[config.mk]
export PLATFORM = sky130hd
export DESIGN_NAME = cc_cv_dac_regulator_flat
export DESIGN_NICKNAME = d
export VERILOG_FILES = /design/src/ccdr_pkg.sv /design/src/ccdr_ifs.sv /design/src/ccdr_div.sv /design/src/ccdr_ctrl.sv /design/src/ccdr_dp.sv /design/src/cc_cv_dac_regulator.sv /design/src/flat_wrapper.sv
export SDC_FILE = /design/constraint.sdc
export NUM_CORES = 2
export LEC_CHECK = 0
export ABC_CLOCK_PERIOD_IN_PS = 15800
export CORE_MARGIN = 10
export CORE_UTILIZATION = 51
export DETAILED_ROUTE_END_ITERATION = 6
export DONT_BUFFER_PORTS = 1
export GPL_TIMING_DRIVEN = 0
export PLACE_DENSITY_LB_ADDON = 0.2
export SYNTH_ARGS = -nofsm -noshare
export SYNTH_HDL_FRONTEND = slang
export SYNTH_SLANG_ARGS = --single-unit
export TNS_END_PERCENT = 1
[constraint.sdc]
create_clock -name i_clk -period 15.8 [get_ports i_clk]
set_clock_uncertainty 0.15 [all_clocks]
set_input_delay 0.79 -clock i_clk [delete_from_list [all_inputs] [get_ports i_clk]]
set_output_delay 0.79 -clock i_clk [all_outputs]
set_load 0.005 [all_outputs]
[src/ccdr_pkg.sv]
// Package for the CC/CV DAC regulator: constants, codes, state encoding,
// controller/datapath structs and the dead-band helper.
// No dependencies; every other file of the block imports it.
package ccdr_pkg;

    localparam int AVG_DEPTH      = 8;
    localparam int ADC_FULL_SCALE = 65535;
    localparam int GAIN_LOWEST    = 0;
    localparam int GAIN_HIGHEST   = 7;
    localparam int DAC_FLOOR      = 640;
    localparam int DAC_CEILING    = 4095;

    localparam int SAMPLE_W = 20;
    localparam int RAW_W    = 16;
    localparam int DAC_W    = 12;
    localparam int GAIN_W   = 3;
    localparam int HOLD_W   = 8;
    localparam int TIME_W   = 32;
    localparam int MV_W     = 16;
    localparam int SEC_W    = 16;
    localparam int LVL_W    = 19;
    localparam int RUN_W    = 5;
    localparam int CFG_IDX_W  = 3;
    localparam int CFG_DATA_W = 19;

    localparam int AVG_IDX_W = (AVG_DEPTH > 1) ? $clog2(AVG_DEPTH) : 1;
    localparam int FILL_W    = $clog2(AVG_DEPTH + 1);
    localparam int SUM_W     = SAMPLE_W + FILL_W;
    localparam int DIFF_W    = 24;
    localparam int DCALC_W   = 16;

    // shared divider: 32-bit dividend, 16-bit divisor, one bit per cycle
    localparam int DIV_W = 32;
    localparam int DEN_W = 16;
    localparam int DIV_CNT_W = $clog2(DIV_W);

    localparam logic [RAW_W-1:0] RAW_OVERLOAD = RAW_W'((ADC_FULL_SCALE * 99) / 100);
    localparam logic [RAW_W-1:0] RAW_GAIN_UP  = RAW_W'(ADC_FULL_SCALE / 3);
    localparam logic [RAW_W-1:0] RAW_GAIN_DN  = RAW_W'((3 * ADC_FULL_SCALE) / 4);
    localparam logic [GAIN_W-1:0] GAIN_STEP_LO = GAIN_W'(GAIN_LOWEST);
    localparam logic [GAIN_W-1:0] GAIN_STEP_HI = GAIN_W'(GAIN_HIGHEST);
    localparam logic [DAC_W-1:0]  DAC_FLOOR_U = DAC_W'(DAC_FLOOR);
    localparam logic signed [DCALC_W-1:0] DAC_FLOOR_S = DCALC_W'(DAC_FLOOR);
    localparam logic signed [DCALC_W-1:0] DAC_CEIL_S  = DCALC_W'(DAC_CEILING);

    localparam logic [HOLD_W-1:0] HOLD_SHORT = 8'd3;
    localparam logic [HOLD_W-1:0] HOLD_DISC  = 8'd1;
    localparam logic [RUN_W-1:0]  VDEC_LIMIT = 5'd25;

    localparam logic signed [SAMPLE_W-1:0] I_FLOW_MIN  = 20'sd100;
    localparam logic signed [SAMPLE_W-1:0] V_OPEN_MIN  = 20'sd25000;
    localparam logic signed [DIFF_W-1:0]   TRIP_VCUR   = -24'sd3500;
    localparam logic signed [DIFF_W-1:0]   TRIP_VAVG   = -24'sd1000;
    localparam logic signed [DIFF_W-1:0]   TRIP_ICUR   = -24'sd1000;
    localparam logic signed [DIFF_W-1:0]   TRIP_IAVG   = -24'sd500;
    localparam logic signed [DIFF_W-1:0]   RISE_BIG    = 24'sd500;
    localparam logic signed [DIFF_W-1:0]   RISE_SMALL  = 24'sd50;

    // alarm bit positions
    localparam int AL_DISC   = 0;
    localparam int AL_SHORT  = 1;
    localparam int AL_PERIOD = 2;

    typedef enum logic [1:0] {
        CMD_VOLT = 2'd0,
        CMD_CURR = 2'd1,
        CMD_TICK = 2'd2,
        CMD_NONE = 2'd3
    } t_cmd_code;

    typedef enum logic [1:0] {
        ADJ_NONE = 2'd0,
        ADJ_VDEC = 2'd1,
        ADJ_IDEC = 2'd2,
        ADJ_IINC = 2'd3
    } t_adj;

    typedef enum logic [CFG_IDX_W-1:0] {
        REG_ENABLE      = 3'd0,
        REG_CALIB       = 3'd1,
        REG_SET_V       = 3'd2,
        REG_SET_I       = 3'd3,
        REG_SHORT_LVL   = 3'd4,
        REG_CYC_PERIOD  = 3'd5,
        REG_CYC_DUTY    = 3'd6,
        REG_CYC_LIMIT   = 3'd7
    } t_reg_idx;

    typedef enum logic [3:0] {
        ST_IDLE,
        ST_UPDATE,
        ST_AVG_GO,
        ST_AVG_WAIT,
        ST_MOD_GO,
        ST_MOD_WAIT,
        ST_ADJUST,
        ST_TICK_END,
        ST_DONE
    } t_state;

    typedef struct packed {
        logic capture;
        logic update;
        logic div_start;
        logic div_mod;
        logic avg_write;
        logic mod_write;
        logic adjust;
        logic tick_end;
        logic load_out;
    } t_dp_cmd;

    typedef struct packed {
        logic      in_valid;
        t_cmd_code code;
        logic      err;
        logic      div_done;
        logic      out_free;
    } t_dp_stat;

    function automatic logic signed [DIFF_W-1:0] dead_band(input logic signed [DIFF_W-1:0] d);
        dead_band = (d > -24'sd5 && d < 24'sd5) ? '0 : d;
    endfunction

endpackage

[src/ccdr_ifs.sv]
// Handshake channels of the CC/CV DAC regulator: sample in, result out,
// register write. Depends on ccdr_pkg.
interface ccdr_in_if import ccdr_pkg::*; ();
    logic                       valid;
    logic                       ready;
    logic [1:0]                 command;
    logic                       sample_error;
    logic [RAW_W-1:0]           raw_code;
    logic signed [SAMPLE_W-1:0] sample_value;
    modport source (output valid, command, sample_error, raw_code, sample_value, input ready);
    modport sink   (input valid, command, sample_error, raw_code, sample_value, output ready);
endinterface

interface ccdr_out_if import ccdr_pkg::*; ();
    logic                       valid;
    logic                       ready;
    logic [DAC_W-1:0]           dac_value;
    logic                       dac_written;
    logic [GAIN_W-1:0]          adc_gain;
    logic                       flag_disconnect;
    logic                       flag_short;
    logic                       flag_period_off;
    logic [HOLD_W-1:0]          holdoff_seconds;
    logic [1:0]                 last_adjust;
    logic signed [SAMPLE_W-1:0] voltage_average;
    logic signed [SAMPLE_W-1:0] current_average;
    modport source (output valid, dac_value, dac_written, adc_gain, flag_disconnect,
                    flag_short, flag_period_off, holdoff_seconds, last_adjust,
                    voltage_average, current_average, input ready);
    modport sink   (input valid, dac_value, dac_written, adc_gain, flag_disconnect,
                    flag_short, flag_period_off, holdoff_seconds, last_adjust,
                    voltage_average, current_average, output ready);
endinterface

interface ccdr_cfg_if import ccdr_pkg::*; ();
    logic                  valid;
    logic                  ready;
    logic [CFG_IDX_W-1:0]  index;
    logic [CFG_DATA_W-1:0] data;
    modport source (output valid, index, data, input ready);
    modport sink   (input valid, index, data, output ready);
endinterface

[src/ccdr_div.sv]
// Shared restoring divider, one quotient bit per cycle.
// Depends on ccdr_pkg.
module ccdr_div import ccdr_pkg::*; (
    input  logic             i_clk,
    input  logic             i_rst_n,
    input  logic             i_start,
    input  logic [DIV_W-1:0] i_dividend,
    input  logic [DEN_W-1:0] i_divisor,
    output logic             o_done,
    output logic [DIV_W-1:0] o_quot,
    output logic [DEN_W-1:0] o_rem
);
    logic                 r_busy, n_busy;
    logic                 r_done, n_done;
    logic [DIV_CNT_W-1:0] r_cnt, n_cnt;
    logic [DIV_W-1:0]     r_q, n_q;
    logic [DEN_W-1:0]     r_rem, n_rem;
    logic [DEN_W-1:0]     r_den, n_den;
    logic [DEN_W:0]       shifted;
    logic                 fits;

    always_comb begin
        shifted = {r_rem, r_q[DIV_W-1]};
        fits    = shifted >= {1'b0, r_den};
        n_busy = r_busy;
        n_done = 1'b0;
        n_cnt  = r_cnt;
        n_q    = r_q;
        n_rem  = r_rem;
        n_den  = r_den;
        if (i_start) begin
            n_busy = 1'b1;
            n_cnt  = DIV_CNT_W'(DIV_W - 1);
            n_q    = i_dividend;
            n_rem  = '0;
            n_den  = i_divisor;
        end else if (r_busy) begin
            n_rem = fits ? DEN_W'(shifted - {1'b0, r_den}) : DEN_W'(shifted);
            n_q   = {r_q[DIV_W-2:0], fits};
            n_cnt = r_cnt - 1'b1;
            if (r_cnt == '0) begin
                n_busy = 1'b0;
                n_done = 1'b1;
            end
        end
    end

    always_ff @(posedge i_clk) begin
        if (!i_rst_n) begin
            r_busy <= 1'b0;
            r_done <= 1'b0;
            r_cnt  <= '0;
        end else begin
            r_busy <= n_busy;
            r_done <= n_done;
            r_cnt  <= n_cnt;
        end
        r_q   <= n_q;
        r_rem <= n_rem;
        r_den <= n_den;
    end

    assign o_done = r_done;
    assign o_quot = r_q;
    assign o_rem  = r_rem;
endmodule

[src/ccdr_ctrl.sv]
// Sequencer of the CC/CV DAC regulator: walks one request through update,
// averaging, phase and rule steps. Depends on ccdr_pkg.
module ccdr_ctrl import ccdr_pkg::*; (
    input  logic     i_clk,
    input  logic     i_rst_n,
    input  t_dp_stat i_stat,
    output t_dp_cmd  o_cmd,
    output logic     o_in_ready
);
    t_state r_state, n_state;
    logic   sample_ok;

    assign sample_ok = (i_stat.code == CMD_VOLT || i_stat.code == CMD_CURR) && !i_stat.err;

    always_comb begin
        n_state = r_state;
        unique case (r_state)
            ST_IDLE:     if (i_stat.in_valid) n_state = ST_UPDATE;
            ST_UPDATE: begin
                if (sample_ok)                     n_state = ST_AVG_GO;
                else if (i_stat.code == CMD_TICK)  n_state = ST_MOD_GO;
                else                               n_state = ST_DONE;
            end
            ST_AVG_GO:   n_state = ST_AVG_WAIT;
            ST_AVG_WAIT: if (i_stat.div_done) begin
                n_state = (i_stat.code == CMD_CURR) ? ST_MOD_GO : ST_DONE;
            end
            ST_MOD_GO:   n_state = ST_MOD_WAIT;
            ST_MOD_WAIT: if (i_stat.div_done) begin
                n_state = (i_stat.code == CMD_CURR) ? ST_ADJUST : ST_TICK_END;
            end
            ST_ADJUST:   n_state = ST_DONE;
            ST_TICK_END: n_state = ST_DONE;
            ST_DONE:     if (i_stat.out_free) n_state = ST_IDLE;
            default:     n_state = ST_IDLE;
        endcase
    end

    always_comb begin
        o_cmd = '0;
        o_cmd.capture   = (r_state == ST_IDLE) && i_stat.in_valid;
        o_cmd.update    = (r_state == ST_UPDATE);
        o_cmd.div_start = (r_state == ST_AVG_GO) || (r_state == ST_MOD_GO);
        o_cmd.div_mod   = (r_state == ST_MOD_GO);
        o_cmd.avg_write = (r_state == ST_AVG_WAIT) && i_stat.div_done;
        o_cmd.mod_write = (r_state == ST_MOD_WAIT) && i_stat.div_done;
        o_cmd.adjust    = (r_state == ST_ADJUST);
        o_cmd.tick_end  = (r_state == ST_TICK_END);
        o_cmd.load_out  = (r_state == ST_DONE) && i_stat.out_free;
        o_in_ready      = (r_state == ST_IDLE);
    end

    always_ff @(posedge i_clk) begin
        if (!i_rst_n) r_state <= ST_IDLE;
        else          r_state <= n_state;
    end

    a_done_in_wait: assert property (@(posedge i_clk) disable iff (!i_rst_n)
        i_stat.div_done |-> (r_state == ST_AVG_WAIT || r_state == ST_MOD_WAIT))
        else $error("divider finished outside a wait step");
    a_accept_goes_update: assert property (@(posedge i_clk) disable iff (!i_rst_n)
        (o_in_ready && i_stat.in_valid) |=> (r_state == ST_UPDATE))
        else $error("accepted request did not start the update step");
endmodule

[src/ccdr_dp.sv]
// Datapath of the CC/CV DAC regulator: registers, averaging rings, uptime,
// DAC rule evaluation and result register. Depends on ccdr_pkg, ccdr_div.
module ccdr_dp import ccdr_pkg::*; (
    input  logic                       i_clk,
    input  logic                       i_rst_n,
    input  t_dp_cmd                    i_cmd,
    output t_dp_stat                   o_stat,
    input  logic                       i_in_valid,
    input  logic [1:0]                 i_command,
    input  logic                       i_sample_error,
    input  logic [RAW_W-1:0]           i_raw_code,
    input  logic signed [SAMPLE_W-1:0] i_sample_value,
    input  logic                       i_cfg_we,
    input  logic [CFG_IDX_W-1:0]       i_cfg_index,
    input  logic [CFG_DATA_W-1:0]      i_cfg_data,
    input  logic                       i_out_ready,
    output logic                       o_out_valid,
    output logic [DAC_W-1:0]           o_dac_value,
    output logic                       o_dac_written,
    output logic [GAIN_W-1:0]          o_adc_gain,
    output logic                       o_flag_disconnect,
    output logic                       o_flag_short,
    output logic                       o_flag_period_off,
    output logic [HOLD_W-1:0]          o_holdoff_seconds,
    output logic [1:0]                 o_last_adjust,
    output logic signed [SAMPLE_W-1:0] o_voltage_average,
    output logic signed [SAMPLE_W-1:0] o_current_average
);
    // configuration
    logic               r_enable, r_calib;
    logic [MV_W-1:0]    r_set_v, r_set_i, r_limit;
    logic [LVL_W-1:0]   r_short_lvl;
    logic [SEC_W-1:0]   r_period, r_duty;

    // captured request
    t_cmd_code                  r_code;
    logic                       r_err;
    logic [RAW_W-1:0]           r_raw;
    logic signed [SAMPLE_W-1:0] r_val;

    // averaging
    logic signed [SAMPLE_W-1:0] r_vring [AVG_DEPTH];
    logic signed [SAMPLE_W-1:0] r_iring [AVG_DEPTH];
    logic signed [SUM_W-1:0]    r_vsum, n_vsum, r_isum, n_isum;
    logic [FILL_W-1:0]          r_vfill, n_vfill, r_ifill, n_ifill;
    logic [AVG_IDX_W-1:0]       r_vslot, n_vslot, r_islot, n_islot;
    logic signed [SAMPLE_W-1:0] r_vlatest, n_vlatest;
    logic signed [SAMPLE_W-1:0] r_vavg, n_vavg, r_iavg, n_iavg;
    logic                       r_neg;
    logic [DEN_W-1:0]           r_phase;

    // regulation state
    logic [DAC_W-1:0]  r_dac, n_dac;
    logic [GAIN_W-1:0] r_gain, n_gain;
    t_adj              r_adj, n_adj;
    logic [RUN_W-1:0]  r_vrun, n_vrun;
    logic [TIME_W-1:0] r_uptime, n_uptime;
    logic [TIME_W-1:0] r_short_until, n_short_until, r_disc_until, n_disc_until;
    logic [HOLD_W-1:0] r_holdoff, n_holdoff;
    logic [2:0]        r_alarm, n_alarm;
    logic              r_written, n_written;
    logic              r_o_valid;

    // divider hookup
    logic                    div_done;
    logic [DIV_W-1:0]        div_quot, div_dividend, q_signed;
    logic [DEN_W-1:0]        div_rem, div_divisor;
    logic signed [SUM_W-1:0] sum_sel;
    logic [DIV_W-1:0]        sum_ext;
    logic                    is_curr;

    // rule evaluation
    logic [19:0]               setv10, seti10, lim10;
    logic signed [DIFF_W-1:0]  dv_avg, dv_cur, di_avg, di_cur;
    logic signed [DCALC_W-1:0] dac0, dac_w;
    logic [2:0]                alarm_w;
    logic                      off, vcap, short_hit;
    logic [TIME_W-1:0]         now_t, dd, sd;
    logic [HOLD_W-1:0]         h_w;

    assign is_curr = (r_code == CMD_CURR);
    assign sum_sel = is_curr ? r_isum : r_vsum;
    assign sum_ext = DIV_W'(sum_sel);
    assign div_dividend = i_cmd.div_mod ? r_uptime
                        : (sum_sel < 0 ? (~sum_ext + 1'b1) : sum_ext);
    assign div_divisor  = i_cmd.div_mod ? r_period
                        : DEN_W'(is_curr ? r_ifill : r_vfill);
    assign q_signed     = r_neg ? (~div_quot + 1'b1) : div_quot;

    ccdr_div u_div (
        .i_clk      (i_clk),
        .i_rst_n    (i_rst_n),
        .i_start    (i_cmd.div_start),
        .i_dividend (div_dividend),
        .i_divisor  (div_divisor),
        .o_done     (div_done),
        .o_quot     (div_quot),
        .o_rem      (div_rem)
    );

    assign o_stat.in_valid = i_in_valid;
    assign o_stat.code     = r_code;
    assign o_stat.err      = r_err;
    assign o_stat.div_done = div_done;
    assign o_stat.out_free = !r_o_valid || i_out_ready;

    // differences against the setpoints
    always_comb begin
        setv10 = 20'(r_set_v) * 20'd10;
        seti10 = 20'(r_set_i) * 20'd10;
        lim10  = 20'(r_limit) * 20'd10;
        dv_avg = dead_band($signed({4'b0, setv10}) - DIFF_W'(r_vavg));
        dv_cur = dead_band($signed({4'b0, setv10}) - DIFF_W'(r_vlatest));
        di_avg = dead_band($signed({4'b0, seti10}) - DIFF_W'(r_iavg));
        di_cur = dead_band($signed({4'b0, seti10}) - DIFF_W'(r_val));
        dac0   = $signed({{(DCALC_W-DAC_W){1'b0}}, r_dac});
        short_hit = ($signed({2'b00, r_short_lvl}) >= 21'(r_vavg))
                 && (r_iavg >= I_FLOW_MIN) && (r_dac > DAC_FLOOR_U);
    end

    always_comb begin
        n_vsum = r_vsum;   n_isum = r_isum;
        n_vfill = r_vfill; n_ifill = r_ifill;
        n_vslot = r_vslot; n_islot = r_islot;
        n_vlatest = r_vlatest;
        n_vavg = r_vavg;   n_iavg = r_iavg;
        n_dac = r_dac;     n_gain = r_gain;
        n_adj = r_adj;     n_vrun = r_vrun;
        n_uptime = r_uptime;
        n_short_until = r_short_until;
        n_disc_until  = r_disc_until;
        n_holdoff = r_holdoff;
        n_alarm   = r_alarm;
        n_written = r_written;
        alarm_w = r_alarm;
        off   = 1'b0;
        vcap  = 1'b0;
        dac_w = dac0;
        now_t = r_uptime + 1'b1;
        dd = r_disc_until - now_t;
        sd = r_short_until - now_t;
        h_w = '0;

        if (i_cmd.capture) n_written = 1'b0;

        if (i_cmd.update && !r_err && r_code == CMD_VOLT) begin
            n_vlatest = r_val;
            if (r_vfill >= FILL_W'(AVG_DEPTH)) n_vsum = r_vsum - SUM_W'(r_vring[r_vslot]) + SUM_W'(r_val);
            else begin
                n_vsum  = r_vsum + SUM_W'(r_val);
                n_vfill = r_vfill + 1'b1;
            end
            n_vslot = (r_vslot == AVG_IDX_W'(AVG_DEPTH - 1)) ? '0 : r_vslot + 1'b1;
        end

        if (i_cmd.update && !r_err && r_code == CMD_CURR) begin
            if (r_ifill >= FILL_W'(AVG_DEPTH)) n_isum = r_isum - SUM_W'(r_iring[r_islot]) + SUM_W'(r_val);
            else begin
                n_isum  = r_isum + SUM_W'(r_val);
                n_ifill = r_ifill + 1'b1;
            end
            n_islot = (r_islot == AVG_IDX_W'(AVG_DEPTH - 1)) ? '0 : r_islot + 1'b1;
            if (r_raw < RAW_GAIN_UP) begin
                if (r_gain < GAIN_STEP_HI) n_gain = r_gain + 1'b1;
            end else if (r_raw > RAW_GAIN_DN) begin
                if (r_gain > GAIN_STEP_LO) n_gain = r_gain - 1'b1;
            end
        end

        // one-second tick: advance uptime, rebuild the holdoff count
        if (i_cmd.update && r_code == CMD_TICK) begin
            n_uptime = now_t;
            h_w = (r_holdoff != '0) ? r_holdoff - 1'b1 : '0;
            if (r_disc_until > now_t && dd > TIME_W'(h_w)) h_w = dd[HOLD_W-1:0];
            if (r_short_until > now_t && sd > TIME_W'(h_w)) h_w = sd[HOLD_W-1:0];
            n_holdoff = h_w;
        end

        if (i_cmd.avg_write) begin
            if (is_curr) n_iavg = $signed(q_signed[SAMPLE_W-1:0]);
            else         n_vavg = $signed(q_signed[SAMPLE_W-1:0]);
        end

        if (i_cmd.tick_end && r_period != '0 && r_phase == '0) n_alarm[AL_PERIOD] = 1'b0;

        if (i_cmd.adjust && r_enable) begin
            priority if (r_gain == GAIN_STEP_LO && r_raw > RAW_OVERLOAD) begin
                n_dac = '0; n_written = 1'b1;
                n_alarm[AL_SHORT] = 1'b1;
                n_short_until = r_uptime + TIME_W'(HOLD_SHORT);
                n_holdoff = HOLD_SHORT;
            end else if (r_set_i == '0 || r_set_v == '0) begin
                n_dac = '0; n_written = 1'b1;
            end else if (short_hit) begin
                n_dac = '0; n_written = 1'b1;
                n_alarm[AL_SHORT] = 1'b1;
                n_short_until = r_uptime + TIME_W'(HOLD_SHORT);
                n_holdoff = HOLD_SHORT;
            end else begin
                if (r_short_until < r_uptime) alarm_w[AL_SHORT] = 1'b0;
                if (r_vlatest > V_OPEN_MIN && dv_cur < TRIP_VCUR && r_dac == DAC_FLOOR_U) begin
                    // open electrode: drop the drive and hold off
                    alarm_w[AL_DISC] = 1'b1;
                    n_dac = '0;
                    n_disc_until = r_uptime + TIME_W'(HOLD_DISC);
                    n_holdoff = HOLD_DISC;
                end else begin
                    if (r_disc_until < r_uptime) alarm_w[AL_DISC] = 1'b0;
                    if (r_period != '0 && !alarm_w[AL_DISC] && !alarm_w[AL_SHORT] && !r_calib
                        && r_phase != '0) begin
                        if (($signed({2'b00, lim10}) <= 22'(r_vavg) && r_phase >= r_duty)
                            || alarm_w[AL_PERIOD]) begin
                            off = 1'b1;
                            alarm_w[AL_PERIOD] = 1'b1;
                        end
                    end
                    if (alarm_w != '0 || r_holdoff != '0) off = 1'b1;
                    if (!off) begin
                        vcap = (r_adj == ADJ_VDEC) && (r_vrun < VDEC_LIMIT);
                        priority if (dv_cur < TRIP_VCUR) begin
                            dac_w = dac0 >>> 1; n_adj = ADJ_VDEC;
                        end else if (dv_avg < TRIP_VAVG) begin
                            dac_w = dac0 - 16'sd20; n_adj = ADJ_VDEC;
                        end else if (di_cur < TRIP_ICUR) begin
                            dac_w = (dac0 * 16'sd3) >>> 2; n_adj = ADJ_IDEC;
                        end else if (dv_avg < 0) begin
                            dac_w = dac0 - 16'sd1; n_adj = ADJ_VDEC;
                        end else if (di_avg < TRIP_IAVG) begin
                            dac_w = dac0 - 16'sd10; n_adj = ADJ_IDEC;
                        end else if (di_avg < 0) begin
                            dac_w = dac0 - 16'sd1; n_adj = ADJ_IDEC;
                        end else if (di_avg > RISE_BIG) begin
                            dac_w = dac0 + ((r_adj == ADJ_VDEC) ? 16'sd1 : 16'sd25);
                            n_adj = vcap ? ADJ_VDEC : ADJ_IINC;
                        end else if (di_avg > RISE_SMALL) begin
                            dac_w = dac0 + ((r_adj == ADJ_VDEC) ? 16'sd1 : 16'sd10);
                            n_adj = vcap ? ADJ_VDEC : ADJ_IINC;
                        end else if (di_avg > 0) begin
                            dac_w = dac0 + 16'sd1; n_adj = ADJ_IINC;
                        end else begin
                            dac_w = dac0;
                        end
                        if (n_adj == ADJ_VDEC) begin
                            if (r_vrun < VDEC_LIMIT) n_vrun = r_vrun + 1'b1;
                        end else begin
                            n_vrun = '0;
                        end
                        if (dac_w < DAC_FLOOR_S) dac_w = DAC_FLOOR_S;
                        if (dac_w > DAC_CEIL_S)  dac_w = DAC_CEIL_S;
                        n_dac = dac_w[DAC_W-1:0];
                    end else begin
                        n_dac = '0;
                    end
                end
                n_alarm = alarm_w;
                n_written = 1'b1;
            end
        end
    end

    always_ff @(posedge i_clk) begin
        if (!i_rst_n) begin
            r_enable <= 1'b1; r_calib <= 1'b0;
            r_set_v <= '0; r_set_i <= '0; r_short_lvl <= '0;
            r_period <= '0; r_duty <= '0; r_limit <= '0;
        end else if (i_cfg_we) begin
            unique case (t_reg_idx'(i_cfg_index))
                REG_ENABLE:     r_enable    <= i_cfg_data[0];
                REG_CALIB:      r_calib     <= i_cfg_data[0];
                REG_SET_V:      r_set_v     <= i_cfg_data[MV_W-1:0];
                REG_SET_I:      r_set_i     <= i_cfg_data[MV_W-1:0];
                REG_SHORT_LVL:  r_short_lvl <= i_cfg_data[LVL_W-1:0];
                REG_CYC_PERIOD: r_period    <= i_cfg_data[SEC_W-1:0];
                REG_CYC_DUTY:   r_duty      <= i_cfg_data[SEC_W-1:0];
                REG_CYC_LIMIT:  r_limit     <= i_cfg_data[MV_W-1:0];
                default: ;
            endcase
        end
    end

    always_ff @(posedge i_clk) begin
        if (!i_rst_n) begin
            r_vsum <= '0; r_isum <= '0; r_vfill <= '0; r_ifill <= '0;
            r_vslot <= '0; r_islot <= '0; r_vlatest <= '0;
            r_vavg <= '0; r_iavg <= '0;
            r_dac <= '0; r_gain <= GAIN_STEP_LO; r_adj <= ADJ_NONE; r_vrun <= '0;
            r_uptime <= '0; r_short_until <= '0; r_disc_until <= '0;
            r_holdoff <= '0; r_alarm <= '0; r_written <= 1'b0;
            r_o_valid <= 1'b0;
        end else begin
            r_vsum <= n_vsum; r_isum <= n_isum; r_vfill <= n_vfill; r_ifill <= n_ifill;
            r_vslot <= n_vslot; r_islot <= n_islot; r_vlatest <= n_vlatest;
            r_vavg <= n_vavg; r_iavg <= n_iavg;
            r_dac <= n_dac; r_gain <= n_gain; r_adj <= n_adj; r_vrun <= n_vrun;
            r_uptime <= n_uptime; r_short_until <= n_short_until;
            r_disc_until <= n_disc_until; r_holdoff <= n_holdoff;
            r_alarm <= n_alarm; r_written <= n_written;
            if (i_cmd.load_out)  r_o_valid <= 1'b1;
            else if (i_out_ready) r_o_valid <= 1'b0;
        end
    end

    // payload: request capture, ring entries, divider results, result register
    always_ff @(posedge i_clk) begin
        if (i_cmd.capture) begin
            r_code <= t_cmd_code'(i_command);
            r_err  <= i_sample_error;
            r_raw  <= i_raw_code;
            r_val  <= i_sample_value;
        end
        if (i_cmd.update && !r_err && r_code == CMD_VOLT) r_vring[r_vslot] <= r_val;
        if (i_cmd.update && !r_err && r_code == CMD_CURR) r_iring[r_islot] <= r_val;
        if (i_cmd.div_start && !i_cmd.div_mod) r_neg <= (sum_sel < 0);
        if (i_cmd.mod_write) r_phase <= div_rem;
        if (i_cmd.load_out) begin
            o_dac_value       <= r_dac;
            o_dac_written     <= r_written;
            o_adc_gain        <= r_gain;
            o_flag_disconnect <= r_alarm[AL_DISC];
            o_flag_short      <= r_alarm[AL_SHORT];
            o_flag_period_off <= r_alarm[AL_PERIOD];
            o_holdoff_seconds <= r_holdoff;
            o_last_adjust     <= r_adj;
            o_voltage_average <= r_vavg;
            o_current_average <= r_iavg;
        end
    end

    assign o_out_valid = r_o_valid;

    a_dac_range: assert property (@(posedge i_clk) disable iff (!i_rst_n)
        (r_dac == '0) || (r_dac >= DAC_FLOOR_U))
        else $error("DAC level left the regulated range");
    a_vrun_cap: assert property (@(posedge i_clk) disable iff (!i_rst_n)
        r_vrun <= VDEC_LIMIT)
        else $error("voltage-decrease run count past its limit");
    a_fill_cap: assert property (@(posedge i_clk) disable iff (!i_rst_n)
        (r_vfill <= FILL_W'(AVG_DEPTH)) && (r_ifill <= FILL_W'(AVG_DEPTH)))
        else $error("averaging fill count past the ring depth");
endmodule

[src/cc_cv_dac_regulator.sv]
// Top level of the CC/CV DAC regulator: joins the sequencer and datapath
// to the three handshake channels. Depends on ccdr_pkg, ccdr_ifs, ccdr_ctrl, ccdr_dp.

// Constant-current / constant-voltage regulator driving a 12-bit DAC. Each
// request on the input channel is a voltage sample, a current sample or a
// one-second tick, and yields exactly one result showing the DAC level,
// gain step, alarm flags, holdoff and both moving averages. One request is
// in flight at a time. Valid voltage and current samples and ticks pass
// through the shared one-bit-per-cycle divider that forms the averages
// and the cycle phase (uptime modulo period); anything else skips it.
// Current samples make two passes: average, then phase. Results wait in
// an output register, so a slow sink stalls only the last step. Register
// writes are always accepted and must happen while no request is in flight.
module cc_cv_dac_regulator import ccdr_pkg::*; (
    input  logic       i_clk,
    input  logic       i_rst_n,
    ccdr_in_if.sink    i_in,
    ccdr_out_if.source o_out,
    ccdr_cfg_if.sink   i_cfg
);
    t_dp_cmd  w_cmd;
    t_dp_stat w_stat;
    logic     w_in_ready;
    logic [1:0] w_adj;

    assign i_in.ready  = w_in_ready;
    assign i_cfg.ready = 1'b1;
    assign o_out.last_adjust = w_adj;

    // sequencer: hold each request until its result is loaded into the output register
    ccdr_ctrl u_ctrl (
        .i_clk      (i_clk),
        .i_rst_n    (i_rst_n),
        .i_stat     (w_stat),
        .o_cmd      (w_cmd),
        .o_in_ready (w_in_ready)
    );

    ccdr_dp u_dp (
        .i_clk             (i_clk),
        .i_rst_n           (i_rst_n),
        .i_cmd             (w_cmd),
        .o_stat            (w_stat),
        .i_in_valid        (i_in.valid),
        .i_command         (i_in.command),
        .i_sample_error    (i_in.sample_error),
        .i_raw_code        (i_in.raw_code),
        .i_sample_value    (i_in.sample_value),
        .i_cfg_we          (i_cfg.valid),
        .i_cfg_index       (i_cfg.index),
        .i_cfg_data        (i_cfg.data),
        .i_out_ready       (o_out.ready),
        .o_out_valid       (o_out.valid),
        .o_dac_value       (o_out.dac_value),
        .o_dac_written     (o_out.dac_written),
        .o_adc_gain        (o_out.adc_gain),
        .o_flag_disconnect (o_out.flag_disconnect),
        .o_flag_short      (o_out.flag_short),
        .o_flag_period_off (o_out.flag_period_off),
        .o_holdoff_seconds (o_out.holdoff_seconds),
        .o_last_adjust     (w_adj),
        .o_voltage_average (o_out.voltage_average),
        .o_current_average (o_out.current_average)
    );
endmodule
[src/flat_wrapper.sv]
// flat-port wrapper written by rule: the top's interface ports become plain ports
module cc_cv_dac_regulator_flat import ccdr_pkg::*;
  (i_clk, i_rst_n, i_in_valid, i_in_command, i_in_sample_error, i_in_raw_code, i_in_sample_value, i_in_ready, o_out_valid, o_out_dac_value, o_out_dac_written, o_out_adc_gain, o_out_flag_disconnect, o_out_flag_short, o_out_flag_period_off, o_out_holdoff_seconds, o_out_last_adjust, o_out_voltage_average, o_out_current_average, o_out_ready, i_cfg_valid, i_cfg_index, i_cfg_data, i_cfg_ready);
  ccdr_in_if i_in_i ();
  ccdr_out_if o_out_i ();
  ccdr_cfg_if i_cfg_i ();
  input  logic i_clk;
  input  logic i_rst_n;
  input wire logic [$bits(i_in_i.valid)-1:0] i_in_valid;
  input wire logic [$bits(i_in_i.command)-1:0] i_in_command;
  input wire logic [$bits(i_in_i.sample_error)-1:0] i_in_sample_error;
  input wire logic [$bits(i_in_i.raw_code)-1:0] i_in_raw_code;
  input wire logic [$bits(i_in_i.sample_value)-1:0] i_in_sample_value;
  output wire logic [$bits(i_in_i.ready)-1:0] i_in_ready;
  output wire logic [$bits(o_out_i.valid)-1:0] o_out_valid;
  output wire logic [$bits(o_out_i.dac_value)-1:0] o_out_dac_value;
  output wire logic [$bits(o_out_i.dac_written)-1:0] o_out_dac_written;
  output wire logic [$bits(o_out_i.adc_gain)-1:0] o_out_adc_gain;
  output wire logic [$bits(o_out_i.flag_disconnect)-1:0] o_out_flag_disconnect;
  output wire logic [$bits(o_out_i.flag_short)-1:0] o_out_flag_short;
  output wire logic [$bits(o_out_i.flag_period_off)-1:0] o_out_flag_period_off;
  output wire logic [$bits(o_out_i.holdoff_seconds)-1:0] o_out_holdoff_seconds;
  output wire logic [$bits(o_out_i.last_adjust)-1:0] o_out_last_adjust;
  output wire logic [$bits(o_out_i.voltage_average)-1:0] o_out_voltage_average;
  output wire logic [$bits(o_out_i.current_average)-1:0] o_out_current_average;
  input wire logic [$bits(o_out_i.ready)-1:0] o_out_ready;
  input wire logic [$bits(i_cfg_i.valid)-1:0] i_cfg_valid;
  input wire logic [$bits(i_cfg_i.index)-1:0] i_cfg_index;
  input wire logic [$bits(i_cfg_i.data)-1:0] i_cfg_data;
  output wire logic [$bits(i_cfg_i.ready)-1:0] i_cfg_ready;
  assign i_in_i.valid = i_in_valid;
  assign i_in_i.command = i_in_command;
  assign i_in_i.sample_error = i_in_sample_error;
  assign i_in_i.raw_code = i_in_raw_code;
  assign i_in_i.sample_value = i_in_sample_value;
  assign i_in_ready = i_in_i.ready;
  assign o_out_valid = o_out_i.valid;
  assign o_out_dac_value = o_out_i.dac_value;
  assign o_out_dac_written = o_out_i.dac_written;
  assign o_out_adc_gain = o_out_i.adc_gain;
  assign o_out_flag_disconnect = o_out_i.flag_disconnect;
  assign o_out_flag_short = o_out_i.flag_short;
  assign o_out_flag_period_off = o_out_i.flag_period_off;
  assign o_out_holdoff_seconds = o_out_i.holdoff_seconds;
  assign o_out_last_adjust = o_out_i.last_adjust;
  assign o_out_voltage_average = o_out_i.voltage_average;
  assign o_out_current_average = o_out_i.current_average;
  assign o_out_i.ready = o_out_ready;
  assign i_cfg_i.valid = i_cfg_valid;
  assign i_cfg_i.index = i_cfg_index;
  assign i_cfg_i.data = i_cfg_data;
  assign i_cfg_ready = i_cfg_i.ready;
  cc_cv_dac_regulator u_core (.i_clk(i_clk), .i_rst_n(i_rst_n), .i_in(i_in_i), .o_out(o_out_i), .i_cfg(i_cfg_i));
endmodule
After elaboration in Yosys (flattened, before gate mapping). Memory sizes are Yosys's and may differ from the RTL's. A register that Yosys moved wholly into a read port is not among the register bits. Index checks and enable logic that the tools add are counted.

Add/subtract/negate cells: 32. Multiply operators: 4. Div/mod/pow operators: 0. Order comparisons: 41. Eq/ne operators: 30. Shift operators: 0. Multiplexer cells: 146. Bitwise logic cells: 12. Reductions and logical operators: 82.

Operator list (count): $mux W16 (21); $mux W32 (7); $mux W24 (7); $add A24 B20 Y24 (4); $gt A22 B4 Y1 const B (4); $lt A22 B4 Y1 const B (4); $sub A21 B20 Y22 (4); $mux W8 (10); $lt A24 B1 Y1 const B (3); $mux W12 (6); $add A32 B1 Y32 const B (2); $gt A32 B32 Y1 (2); $gt A32 B8 Y1 (2); $lt A32 B32 Y1 (2); $sub A32 B32 Y32 (2); $mul A16 B3 Y19 const B (3); $logic_not A16 Y1 (3); $lt A24 B11 Y1 const B (2); $mux W1 (48); $sub A24 B20 Y24 (2); $mux W13 (3); $mux W3 (12); $mux W4 (9); $add A32 B2 Y32 const B (1); 74 further kinds (184).

Register bits after elaboration: 554. Bits in latches: 0. Memory bits (writable): 320. Bits in read-only memories: 0. Input bits: 66. Output and inout port bits: 72. Memories: 2.

Memory list: u_core.u_dp.r_iring (depth 8, bits a word 20, read ports 1, clocked after Yosys merged registers in 1, wr ports 1, line ccdr_dp.sv:43) `logic signed [SAMPLE_W-1:0] r_iring [AVG_DEPTH];`; u_core.u_dp.r_vring (depth 8, bits a word 20, read ports 1, clocked after Yosys merged registers in 1, wr ports 1, line ccdr_dp.sv:42) `logic signed [SAMPLE_W-1:0] r_vring [AVG_DEPTH];`.

Longest topological paths before layout.
Depth in word-level cells: 53. Mapped depth: 42. Depth with buffers taken out: 40.

Modules after synthesis. Synthesis repeated with hierarchy kept, for this count alone.

Cell total of the unflattened synthesis: 5996. Area total of the unflattened synthesis: 57358.8 um^2.

Modules (own cells, without submodules): ccdr_dp (instances 1, cells an instance 5584, area an instance 53042.1 um^2, seq. area each 20569.7 um^2); ccdr_div (instances 1, cells an instance 351, area an instance 3891.2 um^2, seq. area each 1901.8 um^2); ccdr_ctrl (instances 1, cells an instance 59, area an instance 414.1 um^2, seq. area each 80.1 um^2); cc_cv_dac_regulator (instances 1, cells an instance 2, area an instance 11.3 um^2, seq. area each 0.0 um^2).

Least setup slack after synthesis. OpenSTA, ideal clock, no wires.

Path type: register -> register. Start: reg u_core.u_dp.r_uptime[8]. End: reg u_core.u_dp.r_holdoff[5]. Library setup time: 86 ps. Data arrival time: 8205 ps. Required time: 15564 ps. Setup slack: 7360 ps. Stages on the path, launching flop included: 37. Clock period less this slack: 8440 ps. Cell sequence: dfxtp_1 clkbuf_1 inv_1 or4_1 nor2_1 nand3_1 nor4_1 xnor2_1 ha_1 and4_1 nand3_1 o21ai_0 a31oi_1 a31o_2 a21oi_1 a311oi_1 o31ai_1 nand3_1 a21o_1 a31oi_1 mux2_2 ha_1 nor2b_1 o21ai_0 nand2b_1 a2111oi_0 nor4_1 nor4_1 or4b_1 or4_1 nor3_1 o2111ai_1 nor4b_2 a31oi_1 buf_6 or2_0 a211oi_1.

Longest elaborated chain between the ends: 15. Elaborated cells on any way between the ends: 18. Classes of those cells: add/sub (3); order compare (4); mux (9); reduce/logical (2).

RTL lines: start, declared (line ccdr_dp.sv:57) `logic [TIME_W-1:0] r_uptime, n_uptime;`; start signal, assigned (line ccdr_dp.sv:295) `r_uptime <= n_uptime; r_short_until <= n_short_until;`; $add A32 B1 Y32 * (line ccdr_dp.sv:139) `now_t = r_uptime + 1'b1;`; $sub A32 B32 Y32 (line ccdr_dp.sv:140) `dd = r_disc_until - now_t;`; $gt A32 B8 Y1 (line ccdr_dp.sv:174) `if (r_disc_until > now_t && dd > TIME_W'(h_w)) h_w = dd[HOLD_W-1:0];`; $logic_and A1 B1 Y1 (line ccdr_dp.sv:174); $mux W8 (line ccdr_dp.sv:174); $mux W8 (line ccdr_dp.sv:171) `if (i_cmd.update && r_code == CMD_TICK) begin`; $gt A32 B8 Y1 (line ccdr_dp.sv:175) `if (r_short_until > now_t && sd > TIME_W'(h_w)) h_w = sd[HOLD_W-1:0];`; $logic_and A1 B1 Y1 (line ccdr_dp.sv:175); $mux W8 * (line ccdr_dp.sv:175); $mux W8 * (line ccdr_dp.sv:171); $mux W8 (line ccdr_dp.sv:201) `if (r_vlatest > V_OPEN_MIN && dv_cur < TRIP_VCUR && r_dac == DAC_FLOOR_U) begin`; $mux W8 (line ccdr_dp.sv:194) `end else if (short_hit) begin`; $mux W8 (line ccdr_dp.sv:192) `end else if (r_set_i == '0 || r_set_v == '0) begin`; $mux W8 (line ccdr_dp.sv:187) `priority if (r_gain == GAIN_STEP_LO && r_raw > RAW_OVERLOAD) begin`; $mux W8 * (line ccdr_dp.sv:186) `if (i_cmd.adjust && r_enable) begin`; end signal, assigned (line ccdr_dp.sv:296) `r_disc_until <= n_disc_until; r_holdoff <= n_holdoff;`; end, declared (line ccdr_dp.sv:59) `logic [HOLD_W-1:0] r_holdoff, n_holdoff;`.

Every way passes the cells marked *; elsewhere a longest branch is shown, timed or not. The select of a mux whose other input is x is not followed. A chain may end at the register's enable or synchronous reset.

Worst setup path in the final report.
Start: reg u_core.u_dp.r_uptime[0]. End: reg u_core.u_dp.r_holdoff[5].

The elaborated chain is that of the path after synthesis.

==> flow_summary.ini <==
[run_status]
run_status = completed

[critical_path]
crit_path_top_delay_cell = sky130_fd_sc_hd__nor3_1
worst_ep_arrival_time_ps = 12090
cp_slowest_stage_delay_ps = 590
timing.critical_path.required_ps = 16250
reg2reg_setup_slack_ps = 4170
critical_path.endpoint_type = flop
critPathLaunchType = flop
crit_fanout = 10
worstSetupPathType = reg -> reg

[cells_and_area]
final-seq-area_um2 = 22550
final_core_utilization_pct = 56.95
multi_input_area_um2 = 32080
layout.cells.most_common = sky130_fd_sc_hd__nand2_1
layout-area-overhead-vs-synth_pct = 10.47
fillCellCount = 9752
most-common-layout-cells = sky130_fd_sc_hd__nand2_1 (573), sky130_fd_sc_hd__ha_1 (529), sky130_fd_sc_hd__edfxtp_1 (493)
final_net_count = 6800
drive_gt1_share_pct = 7.224

[global_route]
first_global_vias = 45000
remaining_overflow_grt = 0
grt_max_degree = 34
grt_pass1_wl_mm = 272.8
grt_antenna_before_repair = 8
grtUsageTotal_pct = 27.82

[timing]
period_needed_ps = 11630
worst_slew_pin_tran_ps = 1416
post_route_fraction_of_the_period_consumed_by_the_critical_path_pct = 73.64
hold_violations = 0
timing.final.ws_setup_ps = 4166
slew_violations = 0
timing.final.setup_violations = 0
setup_tns_ps = 0
relSlewSlack_pct = 5.578
grt_setup_unrepaired = false
fmaxAchievable_mhz = 85.95

[yosys]
yosys_register_bits = 880
main_combinational_cell_family_by_area_after_synthesis = compound AO/OA/AOI/OAI gates
synth-compound-area-share_pct = 17.11
yosys-top-cells-area = sky130_fd_sc_hd__edfxtp_1 (26%), sky130_fd_sc_hd__dfxtp_1 (14%), sky130_fd_sc_hd__ha_1 (12%)
syn-cell-area_um2 = 57210
syn-instance-count = 6004
netlist.area_leader.share_pct = 25.88
yosys-mux-area-fraction_pct = 4.939
synth-warning-count = 0
dominantRegCellSynth = sky130_fd_sc_hd__edfxtp_1
synth_nets = 6657
synthXorXnorAreaFrac_pct = 5.359
yosys.area_share.simple_pct = 14.89
yosys.area.top_type = sky130_fd_sc_hd__edfxtp_1
synth_sequential_area_ratio_pct = 39.42
synth.lib_cells_used.distinct = 110
avg_synthesized_cell_area_um2 = 9.528
synth_adder_area_share_pct = 13.60
synthArstFlopShare_pct = 0
synth_enable_flop_cells = 493

[cts]
htree_levels = 3
tritoncts = built
clk-insertion-delay-late_ps = 720
numClockSinks = 880
cts.hold.buffers_added = 13
clk_pin_slew_ps = 70
clockBufferDepth = 3
clock_tree.root_cell = sky130_fd_sc_hd__clkbuf_16
cts-resized-gates = 0
cts_made_buffers = 95
buffers_inserted_by_post_cts_timing_repair = 0

[placement]
dp_hpwl_mm = 139.8
preCtsSetupSlack_ps = 4340
place.gp.congestion = 0.9984
placement.io_buffers = 0

[drt]
post-route-drc-count = 0
viasPerCell = 6.088
antenna_left = 0
route.final.wire_length_mm = 182.2
vias = 47000
wire_per_inst_um = 23.60
drtIter0Drc = 4734
first_pass_iters = 7

[power_and_ir_drop]
totalPowerFinal_w = 0.006845
ir_drop_mv = 0.1063
power_density_nw_per_um2 = 108.3
p_leak_nw = 24.11

[floorplan]
placement_rows = 122
ios = 138
fp.dieArea_um2 = 126000
die_w_um = 354.9
floorplan.core_area_um2 = 111000
start_util_pct = 51.55
chipHeight_um = 354.9

[min_path]
hold_path.class = in -> reg

[run]
max-cap-violations = 0
-- worst paths after layout --
check	from	to	cells after the start
worst max-delay path	u_core.u_dp.r_uptime[0]	u_core.u_dp.r_holdoff[5]	38
worst min-delay path	i_in_sample_value[13]	u_core.u_dp.r_val[13]	0
worst max register to register	u_core.u_dp.r_uptime[0]	u_core.u_dp.r_holdoff[5]	38
worst min register to register	u_core.u_dp.r_vlatest[12]	u_core.u_dp.r_vlatest[12]	2
-- worst max-delay path: cells and delay by family, from the launching register on --
family | cells | cell delay [ps]
AO/OA/AOI/OAI | 8 | 2320
XOR/XNOR | 1 | 510
adder cells (fa/ha/maj) | 2 | 700
buffers and inverters | 2 | 730
flip-flops | 1 | 430
multiplexers | 1 | 420
AND/OR/NAND/NOR | 24 | 6220
-- kinds of logic (layout without fill, tap and decap cells) --
family                   Yosys count  count (layout)
adder cells (fa/ha/maj)          587             587
AND/OR/NAND/NOR                 1794            1794
buffers and inverters            693             918
AO/OA/AOI/OAI                   1523            1523
XOR/XNOR                         350             350
other                              1               4
multiplexers                     176             176
flip-flops                       880             880
-- power breakdown --
group | total [W] | switching (W) | internal [W]
clock | 0.00245 | 0.00103 | 0.00142
sequential | 0.00271 | 0.000155 | 0.00256
combinational | 0.00168 | 0.00103 | 0.000653
-- registers in the layout, indices dropped and copies added, names as in the netlist, 19 cells and up, named ones only --
name,count
u_core.u_dp.r_disc_until,32
u_core.u_dp.r_val,20
u_core.u_dp.r_iring,160
u_core.u_dp.o_current_average,20
u_core.u_dp.r_short_lvl,19
u_core.u_dp.o_voltage_average,20
u_core.u_dp.r_uptime,32
u_core.u_dp.r_vlatest,20
u_core.u_dp.r_isum,24
u_core.u_dp.u_div.o_quot,32
u_core.u_dp.r_vsum,24
u_core.u_dp.r_iavg,20
u_core.u_dp.r_vring,160
u_core.u_dp.r_vavg,20
u_core.u_dp.r_short_until,32
-- layer usage --
metal	track usage (%)	vias up	wire, µm
li1	-	22130	-
met1	37.70	22580	78090
met2	44.20	1886	81310
met3	4.512	393	14730
met4	11.18	6	7993
met5	0	-	43
-- synth_stat cells, types with 58 or more instances --
cell type	number
sky130_fd_sc_hd__ha_1	529
sky130_fd_sc_hd__dfxtp_1	387
sky130_fd_sc_hd__inv_1	451
sky130_fd_sc_hd__nand2_1	573
sky130_fd_sc_hd__a21o_1	87
sky130_fd_sc_hd__fa_1	58
sky130_fd_sc_hd__nand3_1	113
sky130_fd_sc_hd__clkbuf_1	191
sky130_fd_sc_hd__xnor2_1	235
sky130_fd_sc_hd__edfxtp_1	493
sky130_fd_sc_hd__nand2b_1	64
sky130_fd_sc_hd__a211oi_1	168
sky130_fd_sc_hd__nor2b_1	76
sky130_fd_sc_hd__o21ai_0	293
sky130_fd_sc_hd__nor2_1	482
sky130_fd_sc_hd__nand4_1	79
sky130_fd_sc_hd__a21oi_1	477
sky130_fd_sc_hd__nor3_1	118
sky130_fd_sc_hd__mux4_2	80
sky130_fd_sc_hd__xor2_1	115
sky130_fd_sc_hd__o21a_1	80
-- layout make-up --
class | instances | area share [%]
Antenna cell | 3 | 0.01188
Buffer | 234 | 1.507
Clock buffer | 110 | 4.086
Clock inverter | 69 | 1.366
Inverter | 459 | 2.726
Multi-Input combinational cell | 4431 | 50.76
Sequential cell | 880 | 35.68
Tap cell | 1488 | 2.946
Timing Repair Buffer | 46 | 0.9127
-- per-stage QoR --
step / area [µm²] / cells / hold WS [ps]
2_1_floorplan: 57210 / 6004 / 258.2
3_3_place_gp: 59070 / 7492 / 292.1
3_5_place_dp: 59580 / 7524 / 299.6
4_1_cts: 63150 / 7716 / 0.8349
5_1_grt: 63190 / 7718 / 14.40
6_report: 63200 / 7720 / 37.01
No activity file was read; power rests on OpenSTA's default activity.
